[src/mcdda_pkg.sv]
// ----------------------------------------------------------------------------
// Multi-channel DDA pulse scheduler package
// Shared sizes, operation codes and stream packing constants.
// ----------------------------------------------------------------------------
`default_nettype none

package mcdda_pkg;

  localparam int NUM_CHANNELS = 4;
  localparam int QUEUE_DEPTH  = 16;
  localparam int COUNT_BITS   = 16;

  // Fixed field layout of the stream ports.
  localparam int IN_CHANNELS   = 4;
  localparam int FIELD_BITS    = 16;
  localparam int IN_DATA_BITS  = FIELD_BITS * (1 + IN_CHANNELS);
  localparam int MASK_BITS     = 4;
  localparam int LEVEL_BITS    = 5;
  localparam int OUT_DATA_BITS = 16;
  localparam int OUT_USER_BITS = 2;

  localparam int ERR_BITS = COUNT_BITS + 2;
  localparam int PTR_BITS = (QUEUE_DEPTH > 1) ? $clog2(QUEUE_DEPTH) : 1;
  localparam int CNT_BITS = $clog2(QUEUE_DEPTH + 1);

  localparam logic OP_TICK = 1'b0;
  localparam logic OP_PUSH = 1'b1;

endpackage

`default_nettype wire

[src/mcdda_channel.sv]
// ----------------------------------------------------------------------------
// Multi-channel DDA pulse scheduler channel step
// One Bresenham step of one channel, with the error seeded on a period start.
// ----------------------------------------------------------------------------
`default_nettype none

module mcdda_channel (
  input  logic                                  start_i,
  input  logic [mcdda_pkg::COUNT_BITS-1:0]      ticks_i,
  input  logic [mcdda_pkg::COUNT_BITS-1:0]      pulses_i,
  input  logic signed [mcdda_pkg::ERR_BITS-1:0] err_i,
  output logic                                  pulse_o,
  output logic signed [mcdda_pkg::ERR_BITS-1:0] err_o
);
  import mcdda_pkg::*;

  localparam int WideBits = ERR_BITS + 1;

  logic [COUNT_BITS-1:0]      half_ticks;
  logic [COUNT_BITS-1:0]      half_pulses;
  logic signed [ERR_BITS-1:0] seed;
  logic signed [ERR_BITS-1:0] err_cur;
  logic signed [WideBits-1:0] ew;
  logic signed [WideBits-1:0] tw;
  logic signed [WideBits-1:0] dw;
  logic signed [WideBits-1:0] sum;
  logic                       dec;
  logic                       inc;

  // The seed is half of ticks or of minus pulses, truncated toward zero.
  assign half_ticks  = ticks_i >> 1;
  assign half_pulses = pulses_i >> 1;

  always_comb begin
    if (ticks_i > pulses_i) begin
      seed = $signed({{(ERR_BITS-COUNT_BITS){1'b0}}, half_ticks});
    end else begin
      seed = -$signed({{(ERR_BITS-COUNT_BITS){1'b0}}, half_pulses});
    end
  end

  assign err_cur = start_i ? seed : err_i;
  assign ew      = WideBits'(err_cur);
  assign tw      = $signed({{(WideBits-COUNT_BITS){1'b0}}, ticks_i});
  assign dw      = $signed({{(WideBits-COUNT_BITS){1'b0}}, pulses_i});
  assign dec     = ew > -tw;
  assign inc     = ew < dw;
  assign sum     = ew - (dec ? dw : '0) + (inc ? tw : '0);
  assign err_o   = sum[ERR_BITS-1:0];
  assign pulse_o = inc;

endmodule

`default_nettype wire

[src/multi_channel_dda_pulse_scheduler_unit.sv]
// ----------------------------------------------------------------------------
// Multi-channel DDA pulse scheduler
// Queues motion periods and steps every channel's Bresenham error per tick.
// ----------------------------------------------------------------------------
// Each input transfer's result is captured in the output register.
// Throughput: one item per cycle while the output register is free or accepted;
// the queue read, error seeding and step of all channels are done between the input and the output register.
// Reset: the queue is empty, no period is active and no result is pending.
// Queue contents are not cleared and need no clearing pass.
`default_nettype none

module multi_channel_dda_pulse_scheduler_unit (
  input  logic                                    clk_i,
  input  logic                                    rst_ni,
  input  logic                                    s_axis_tvalid,
  output logic                                    s_axis_tready,
  // period_ticks, pulses_ch0, pulses_ch1, pulses_ch2, pulses_ch3
  input  logic [mcdda_pkg::IN_DATA_BITS-1:0]      s_axis_tdata,
  // operation
  input  logic                                    s_axis_tuser,
  output logic                                    m_axis_tvalid,
  input  logic                                    m_axis_tready,
  // pulse_mask, queue_level, zero fill
  output logic [mcdda_pkg::OUT_DATA_BITS-1:0]     m_axis_tdata,
  // period_done
  output logic                                    m_axis_tlast,
  // idle_tick, push_ok
  output logic [mcdda_pkg::OUT_USER_BITS-1:0]     m_axis_tuser
);
  import mcdda_pkg::*;

  logic [COUNT_BITS-1:0] q_ticks  [QUEUE_DEPTH];
  logic [COUNT_BITS-1:0] q_pulses [QUEUE_DEPTH][NUM_CHANNELS];

  logic [PTR_BITS-1:0] head_q, head_d;
  logic [PTR_BITS-1:0] tail_q, tail_d;
  logic [PTR_BITS-1:0] tail_inc;
  logic [CNT_BITS-1:0] count_q, count_d;
  logic                active_q, active_d;
  logic [COUNT_BITS-1:0] act_ticks_q, act_ticks_d;
  logic [COUNT_BITS-1:0] act_pulses_q [NUM_CHANNELS];
  logic [COUNT_BITS-1:0] act_pulses_d [NUM_CHANNELS];
  logic [COUNT_BITS-1:0] tick_idx_q, tick_idx_d;
  logic signed [ERR_BITS-1:0] err_q [NUM_CHANNELS];
  logic signed [ERR_BITS-1:0] err_d [NUM_CHANNELS];
  logic [NUM_CHANNELS-1:0] pulse;

  logic                  in_fire;
  logic                  is_push;
  logic                  can_push;
  logic                  do_store;
  logic                  start;
  logic                  run;
  logic [COUNT_BITS-1:0] idx_inc;
  logic                  done;
  logic [MASK_BITS-1:0]  mask;
  logic [COUNT_BITS-1:0] in_ticks;
  logic [COUNT_BITS-1:0] in_pulses [NUM_CHANNELS];

  logic                     m_valid_q;
  logic [MASK_BITS-1:0]     mask_q;
  logic                     done_q;
  logic                     idle_q;
  logic                     ok_q;
  logic [LEVEL_BITS-1:0]    level_q;

  assign s_axis_tready = !m_valid_q || m_axis_tready;
  assign in_fire       = s_axis_tvalid && s_axis_tready;
  assign is_push       = s_axis_tuser == OP_PUSH;
  assign can_push      = count_q != CNT_BITS'(QUEUE_DEPTH);
  assign do_store      = is_push && can_push;
  assign start         = !is_push && !active_q && (count_q != '0);
  assign run           = !is_push && (active_q || start);
  assign tail_inc      = (tail_q == PTR_BITS'(QUEUE_DEPTH - 1)) ? '0 : tail_q + 1'b1;

  always_comb begin
    in_ticks = COUNT_BITS'(s_axis_tdata[FIELD_BITS-1:0]);
    for (int c = 0; c < NUM_CHANNELS; c++) begin
      if (c < IN_CHANNELS) begin
        in_pulses[c] = COUNT_BITS'(s_axis_tdata[FIELD_BITS*(c+1) +: FIELD_BITS]);
      end else begin
        in_pulses[c] = '0;
      end
    end
  end

  always_comb begin
    act_ticks_d = start ? q_ticks[head_q] : act_ticks_q;
    for (int c = 0; c < NUM_CHANNELS; c++) begin
      act_pulses_d[c] = start ? q_pulses[head_q][c] : act_pulses_q[c];
    end
  end

  for (genvar g = 0; g < NUM_CHANNELS; g++) begin : gen_ch
    mcdda_channel u_channel (
      .start_i  (start),
      .ticks_i  (act_ticks_d),
      .pulses_i (act_pulses_d[g]),
      .err_i    (err_q[g]),
      .pulse_o  (pulse[g]),
      .err_o    (err_d[g])
    );
  end

  assign idx_inc = (start ? '0 : tick_idx_q) + 1'b1;
  assign done    = run && (idx_inc >= act_ticks_d);

  always_comb begin
    mask = '0;
    for (int c = 0; c < MASK_BITS; c++) begin
      if (c < NUM_CHANNELS) begin
        mask[c] = run && pulse[c];
      end
    end
  end

  always_comb begin
    head_d     = head_q;
    tail_d     = tail_q;
    count_d    = count_q;
    active_d   = active_q;
    tick_idx_d = tick_idx_q;
    if (do_store) begin
      tail_d  = tail_inc;
      count_d = count_q + 1'b1;
    end
    if (start) begin
      head_d  = (head_q == PTR_BITS'(QUEUE_DEPTH - 1)) ? '0 : head_q + 1'b1;
      count_d = count_q - 1'b1;
    end
    if (run) begin
      tick_idx_d = idx_inc;
      active_d   = !done;
    end
  end

  always_ff @(posedge clk_i) begin
    if (in_fire && do_store) begin
      q_ticks[tail_inc] <= in_ticks;
      for (int c = 0; c < NUM_CHANNELS; c++) begin
        q_pulses[tail_inc][c] <= in_pulses[c];
      end
    end
  end

  always_ff @(posedge clk_i) begin
    if (in_fire && run) begin
      act_ticks_q <= act_ticks_d;
      for (int c = 0; c < NUM_CHANNELS; c++) begin
        act_pulses_q[c] <= act_pulses_d[c];
        err_q[c]        <= err_d[c];
      end
    end
  end

  always_ff @(posedge clk_i or negedge rst_ni) begin
    if (!rst_ni) begin
      head_q     <= '0;
      tail_q     <= PTR_BITS'(QUEUE_DEPTH - 1);
      count_q    <= '0;
      active_q   <= 1'b0;
      tick_idx_q <= '0;
    end else if (in_fire) begin
      head_q     <= head_d;
      tail_q     <= tail_d;
      count_q    <= count_d;
      active_q   <= active_d;
      tick_idx_q <= tick_idx_d;
    end
  end

  always_ff @(posedge clk_i or negedge rst_ni) begin
    if (!rst_ni) begin
      m_valid_q <= 1'b0;
    end else if (in_fire) begin
      m_valid_q <= 1'b1;
    end else if (m_axis_tready) begin
      m_valid_q <= 1'b0;
    end
  end

  always_ff @(posedge clk_i) begin
    if (in_fire) begin
      mask_q  <= mask;
      done_q  <= done;
      idle_q  <= !is_push && !run;
      ok_q    <= do_store;
      level_q <= LEVEL_BITS'(count_d);
    end
  end

  assign m_axis_tvalid = m_valid_q;
  assign m_axis_tdata  = OUT_DATA_BITS'({level_q, mask_q});
  assign m_axis_tlast  = done_q;
  assign m_axis_tuser  = {ok_q, idle_q};

endmodule

`default_nettype wire
[config.mk]
export PLATFORM = sky130hd
export DESIGN_NAME = multi_channel_dda_pulse_scheduler_unit
export DESIGN_NICKNAME = d
export VERILOG_FILES = /design/src/mcdda_pkg.sv /design/src/mcdda_channel.sv /design/src/multi_channel_dda_pulse_scheduler_unit.sv
export SDC_FILE = /design/constraint.sdc
export NUM_CORES = 2
export LEC_CHECK = 0
export ABC_CLOCK_PERIOD_IN_PS = 22600
export BUFFER_PORTS_ARGS = -buffer_cell sky130_fd_sc_hd__clkbuf_2
export CELL_PAD_IN_SITES_DETAIL_PLACEMENT = 0
export CELL_PAD_IN_SITES_GLOBAL_PLACEMENT = 1
export CORE_MARGIN = 4
export CORE_UTILIZATION = 40
export CTS_CLUSTER_DIAMETER = 120
export DETAILED_ROUTE_END_ITERATION = 10
export PLACE_DENSITY = 0.58
export SLEW_MARGIN = 10
export SYNTH_ARGS = -nofsm -noshare
export SYNTH_HDL_FRONTEND = slang
export SYNTH_HIERARCHICAL = 1
export SYNTH_SLANG_ARGS = --single-unit
[constraint.sdc]
create_clock -name clk_i -period 22.6 [get_ports clk_i]
set_input_delay 1.13 -clock clk_i [delete_from_list [all_inputs] [get_ports clk_i]]
set_output_delay 1.13 -clock clk_i [all_outputs]
set_load 0.1 [all_outputs]
==> metrics.log <==
INFO  metric synthesis.instances = 4853
INFO  metric clock_path_buffers = 3
INFO  metric cts_resized = 0
INFO  metric synthTopCellsByArea = sky130_fd_sc_hd__edfxtp_1 61%, sky130_fd_sc_hd__ha_1 5.2%, sky130_fd_sc_hd__mux4_2 5.1%, sky130_fd_sc_hd__mux2i_1 4.6%, sky130_fd_sc_hd__a22oi_1 2.4%
INFO  metric h-tree-depth = 4
INFO  metric wp_data_arrival = 13690 ps
INFO  metric dr_total_vias = 42630
INFO  metric critical_path_class = register to register
INFO  metric floorplan.die.width = 429.8 um
INFO  metric post-cts-setup-buffer-count = 0
INFO  metric grt_pass1_wl = 298100 um
INFO  metric overflow = 0
INFO  metric status = completed
INFO  metric global_route.usage.total = 21.98%
INFO  metric worst_ep_required_time = 23130 ps
INFO  metric vias_per_cell = 5.701
INFO  metric switching_power = 2900 uW
INFO  metric worstSetupStartpointType = register
INFO  metric syn_avg_cell_area = 14.67 um2
INFO  metric setup_repair_after_global_routing_missed_its_margin = no
INFO  metric power.switching_fraction = 32.66%
INFO  metric synthSimpleGateAreaFrac = 7.367%
INFO  metric period_needed = 13160 ps
INFO  metric start_util = 40.33%
INFO  metric clock_tree_from_tritoncts = built
INFO  metric crit_path_start = head_q[1]
INFO  metric fp.dieArea = 184800 um2
INFO  metric area_growth_syn_to_layout = 12.06%
INFO  metric hold_removal_path_class = input pin to async pin
INFO  metric multi_input_area = 25040 um2
INFO  metric critical_path.reg2reg.startpoint = head_q[1]
INFO  metric synth-edff-count = 1444
INFO  metric std_cell_rows = 154
INFO  metric power_density = 111.3 nW/um2
INFO  metric cts.sinks = 1475
INFO  metric timing.critical_path.slowest_stage_cell = sky130_fd_sc_hd__dfrtp_4
INFO  metric post-synth-top-area-fraction = 60.92%
INFO  metric synth_top_cell_by_area = sky130_fd_sc_hd__edfxtp_1
INFO  metric synth_top_cells_by_count = 1444 x sky130_fd_sc_hd__edfxtp_1, 330 x sky130_fd_sc_hd__mux2i_1, 294 x sky130_fd_sc_hd__ha_1, 289 x sky130_fd_sc_hd__inv_1, 251 x sky130_fd_sc_hd__nand2_1
INFO  metric drv_slew = 0
INFO  metric clk_latency = 820 ps
INFO  metric post_route_cells_drive_above_1_share = 14.16%
INFO  metric finalCoreUtilization = 45.19%
INFO  metric drt_drc_violations_left = 0
INFO  metric core_area = 176500 um2
INFO  metric root_cell_of_the_clock_tree = sky130_fd_sc_hd__clkbuf_16
INFO  metric grt_antenna_before_repair = 21
INFO  metric globalplace.congestion = 0.8534
INFO  metric area.sequential = 44150 um2
INFO  metric synth_sequential_area_ratio = 62.02%
INFO  metric grt_pass1_vias = 42660
INFO  metric n_fill_cell = 15750
INFO  metric cts_inserted_buffers = 162
INFO  metric synth-compound-area-share = 8.401%
INFO  metric critPathCaptureType = register
INFO  metric drt.antenna.violating_nets = 0
INFO  metric peakVddDrop = 72.24 uV
INFO  metric io-pin-count = 106
INFO  metric detailedRoute.firstIterationViolations = 3845
INFO  metric combinational_family_with_the_most_area_after_synthesis = multiplexers
INFO  metric synthArstFlopShare = 2.102%
INFO  metric p_leak = 0.02701 uW
INFO  metric die_height = 429.8 um
INFO  metric finalClockSkew = 35.83 ps
INFO  metric ys.warnings.count = 6
INFO  metric max_stage_delay = 1020 ps
INFO  metric timing_worst_slew_pin_value = 1177 ps
INFO  metric wl_per_cell = 27.36 um
INFO  metric power.internal = 5979 uW
INFO  metric leading_cell_type_by_number_of_instances_after_synthesis = sky130_fd_sc_hd__edfxtp_1
INFO  metric timing.max_slew.rel_slack = 21.52%
INFO  metric clkTransAtPathRegs = 60 ps
INFO  metric combPwrFrac = 32.9%
INFO  metric grt_max_degree = 101
INFO  metric post-route-period-util = 58.22%
INFO  metric power_frac_clock = 28.9%
INFO  metric dp_hpwl = 122900 um
INFO  metric yosys-mux-area-fraction = 9.825%
INFO  metric path_delay_family = compound AO/OA/AOI/OAI gates
INFO  metric cpMostUsedCell = sky130_fd_sc_hd__a21oi_1
INFO  metric fmax = 76.00 MHz
INFO  metric setup_viol = 0
INFO  metric power_frac_seq = 38.2%
INFO  metric timing.setup.tns = 0 ps
INFO  metric share_of_synthesized_cell_area_in_full_adder_half_adder_and_majority_cells = 7.010%
INFO  metric maxCapViolations = 0
INFO  metric drt_wl_total = 204600 um
INFO  metric cp.buffers_inverters = 5
INFO  metric netlist-cell-type-count = 105
INFO  metric final_hold_fails = 0
INFO  metric synth_flop_cell = sky130_fd_sc_hd__edfxtp_1
INFO  metric worst-path-max-fanout = 49
INFO  metric count_of_hold_fix_buffers_inserted_at_cts = 0
INFO  metric io_buffers = 98
INFO  metric synth-xor-area-share = 2.215%
INFO  metric netlist_area = 71180 um2
INFO  metric drt-pass1-iter-count = 7
INFO  metric ys_ff_latch = 1475
INFO  metric nets_final = 5451
state kept, by name, indices dropped and copies added, names as in the netlist, 4 cells and up:
register      flops
q_pulses       1024
q_ticks         256
err_q            72
act_pulses_q     64
act_ticks_q      16
tick_idx_q       16
count_q           5
level_q           5
head_q            4
mask_q            4
tail_q            4
final cells by class:
cell class / count / area share [%]
clock buffer: 211 / 5.468
sequential: 1475 / 55.35
inverter: 292 / 1.390
clock inverter: 73 / 0.9820
multi-input combinational: 2876 / 31.39
timing repair buffer: 201 / 1.710
tap: 2340 / 3.671
antenna: 10 / 0.03137
stage by stage:
stage / instance area (um2) / power (uW) / setup slack, ps / hold WS, ps / instances
finish: 79760 / 8879 / 9442 / 425.7 / 7478
global route: 79740 / 9456 / 8413 / 454.9 / 7471
CTS: 79740 / 8954 / 9431 / 397.9 / 7468
detailed placement: 74590 / 6364 / 9478 / 499.6 / 7184
global placement: 74590 / 6355 / 9534 / 491.3 / 7184
floorplan: 71200 / 5641 / 12800 / 469.1 / 4859
worst paths after layout:
check,to,slack (ps),cells after the start
worst max register to register,err_q[0][16],9440,37
min in group clk_i,tick_idx_q[15],510,1
max in group asynchronous,head_q[1],21530,1
worst min-delay path,m_axis_tvalid,430,1
worst max-delay path,err_q[0][16],9440,37
worst min register to register,tick_idx_q[15],510,1
cell usage in the layout (no fill, tap or decap), types with 13 or more instances in the layout:
cell,n
sky130_fd_sc_hd__edfxtp_1,1444
sky130_fd_sc_hd__mux2i_1,330
sky130_fd_sc_hd__ha_1,294
sky130_fd_sc_hd__inv_1,289
sky130_fd_sc_hd__nand2_1,251
sky130_fd_sc_hd__a22oi_1,228
sky130_fd_sc_hd__nor2_1,206
sky130_fd_sc_hd__a21oi_1,195
sky130_fd_sc_hd__clkbuf_16,165
sky130_fd_sc_hd__mux4_2,160
sky130_fd_sc_hd__xnor2_1,112
sky130_fd_sc_hd__clkbuf_2,98
sky130_fd_sc_hd__buf_4,95
sky130_fd_sc_hd__o21ai_0,93
sky130_fd_sc_hd__nand3_1,84
sky130_fd_sc_hd__a32oi_1,80
sky130_fd_sc_hd__xor2_1,68
sky130_fd_sc_hd__fa_1,64
sky130_fd_sc_hd__nor3_1,60
sky130_fd_sc_hd__a21o_1,58
sky130_fd_sc_hd__nand4_1,54
sky130_fd_sc_hd__and2_1,51
sky130_fd_sc_hd__and3_1,45
sky130_fd_sc_hd__clkbuf_1,40
sky130_fd_sc_hd__nand3_2,39
sky130_fd_sc_hd__nor2b_1,35
sky130_fd_sc_hd__nor4_1,33
sky130_fd_sc_hd__clkinv_1,29
sky130_fd_sc_hd__nand2b_1,27
sky130_fd_sc_hd__dfrtp_1,25
sky130_fd_sc_hd__nor2_4,19
sky130_fd_sc_hd__or3_1,17
sky130_fd_sc_hd__o31ai_1,17
sky130_fd_sc_hd__a31oi_1,15
sky130_fd_sc_hd__clkinv_2,15
sky130_fd_sc_hd__and4_1,13
cells by family (layout without fill, tap and decap cells):
family / count (synthesis) / count (layout)
XOR/XNOR: 180 / 180
flip-flops: 1475 / 1475
buffers and inverters: 508 / 777
adder cells (fa/ha/maj): 361 / 361
AND/OR/NAND/NOR: 999 / 999
multiplexers: 497 / 497
AO/OA/AOI/OAI: 832 / 832
other: 1 / 17
power by group through the flow:
stage               clock, uW  sequential [uW]  combinational, uW
floorplan                   0             3460               2180
global placement            0             3450               2910
detailed placement          0             3450               2910
CTS                      2630             3400               2930
global route             2750             3410               3300
finish                   2570             3390               2920
worst reg2reg max path: cells and delay by family (launching register included):
kind | cells | cell delay (ps)
fa+ha+maj | 4 | 1620
xor+xnor | 1 | 100
simple gates | 6 | 2180
compound gates | 20 | 4710
flops | 1 | 1020
mux | 1 | 630
buf+inv | 5 | 2620
routing by layer:
layer | GRT usage, % | wire length (um) | vias up
li1 | - | - | 19190
met1 | 31.81 | 93470 | 21960
met2 | 34.69 | 94280 | 1239
met3 | 3.948 | 13290 | 241
met4 | 4.973 | 3498 | 6
met5 | 0 | 41 | -
(Power assumes the default switching activity.)
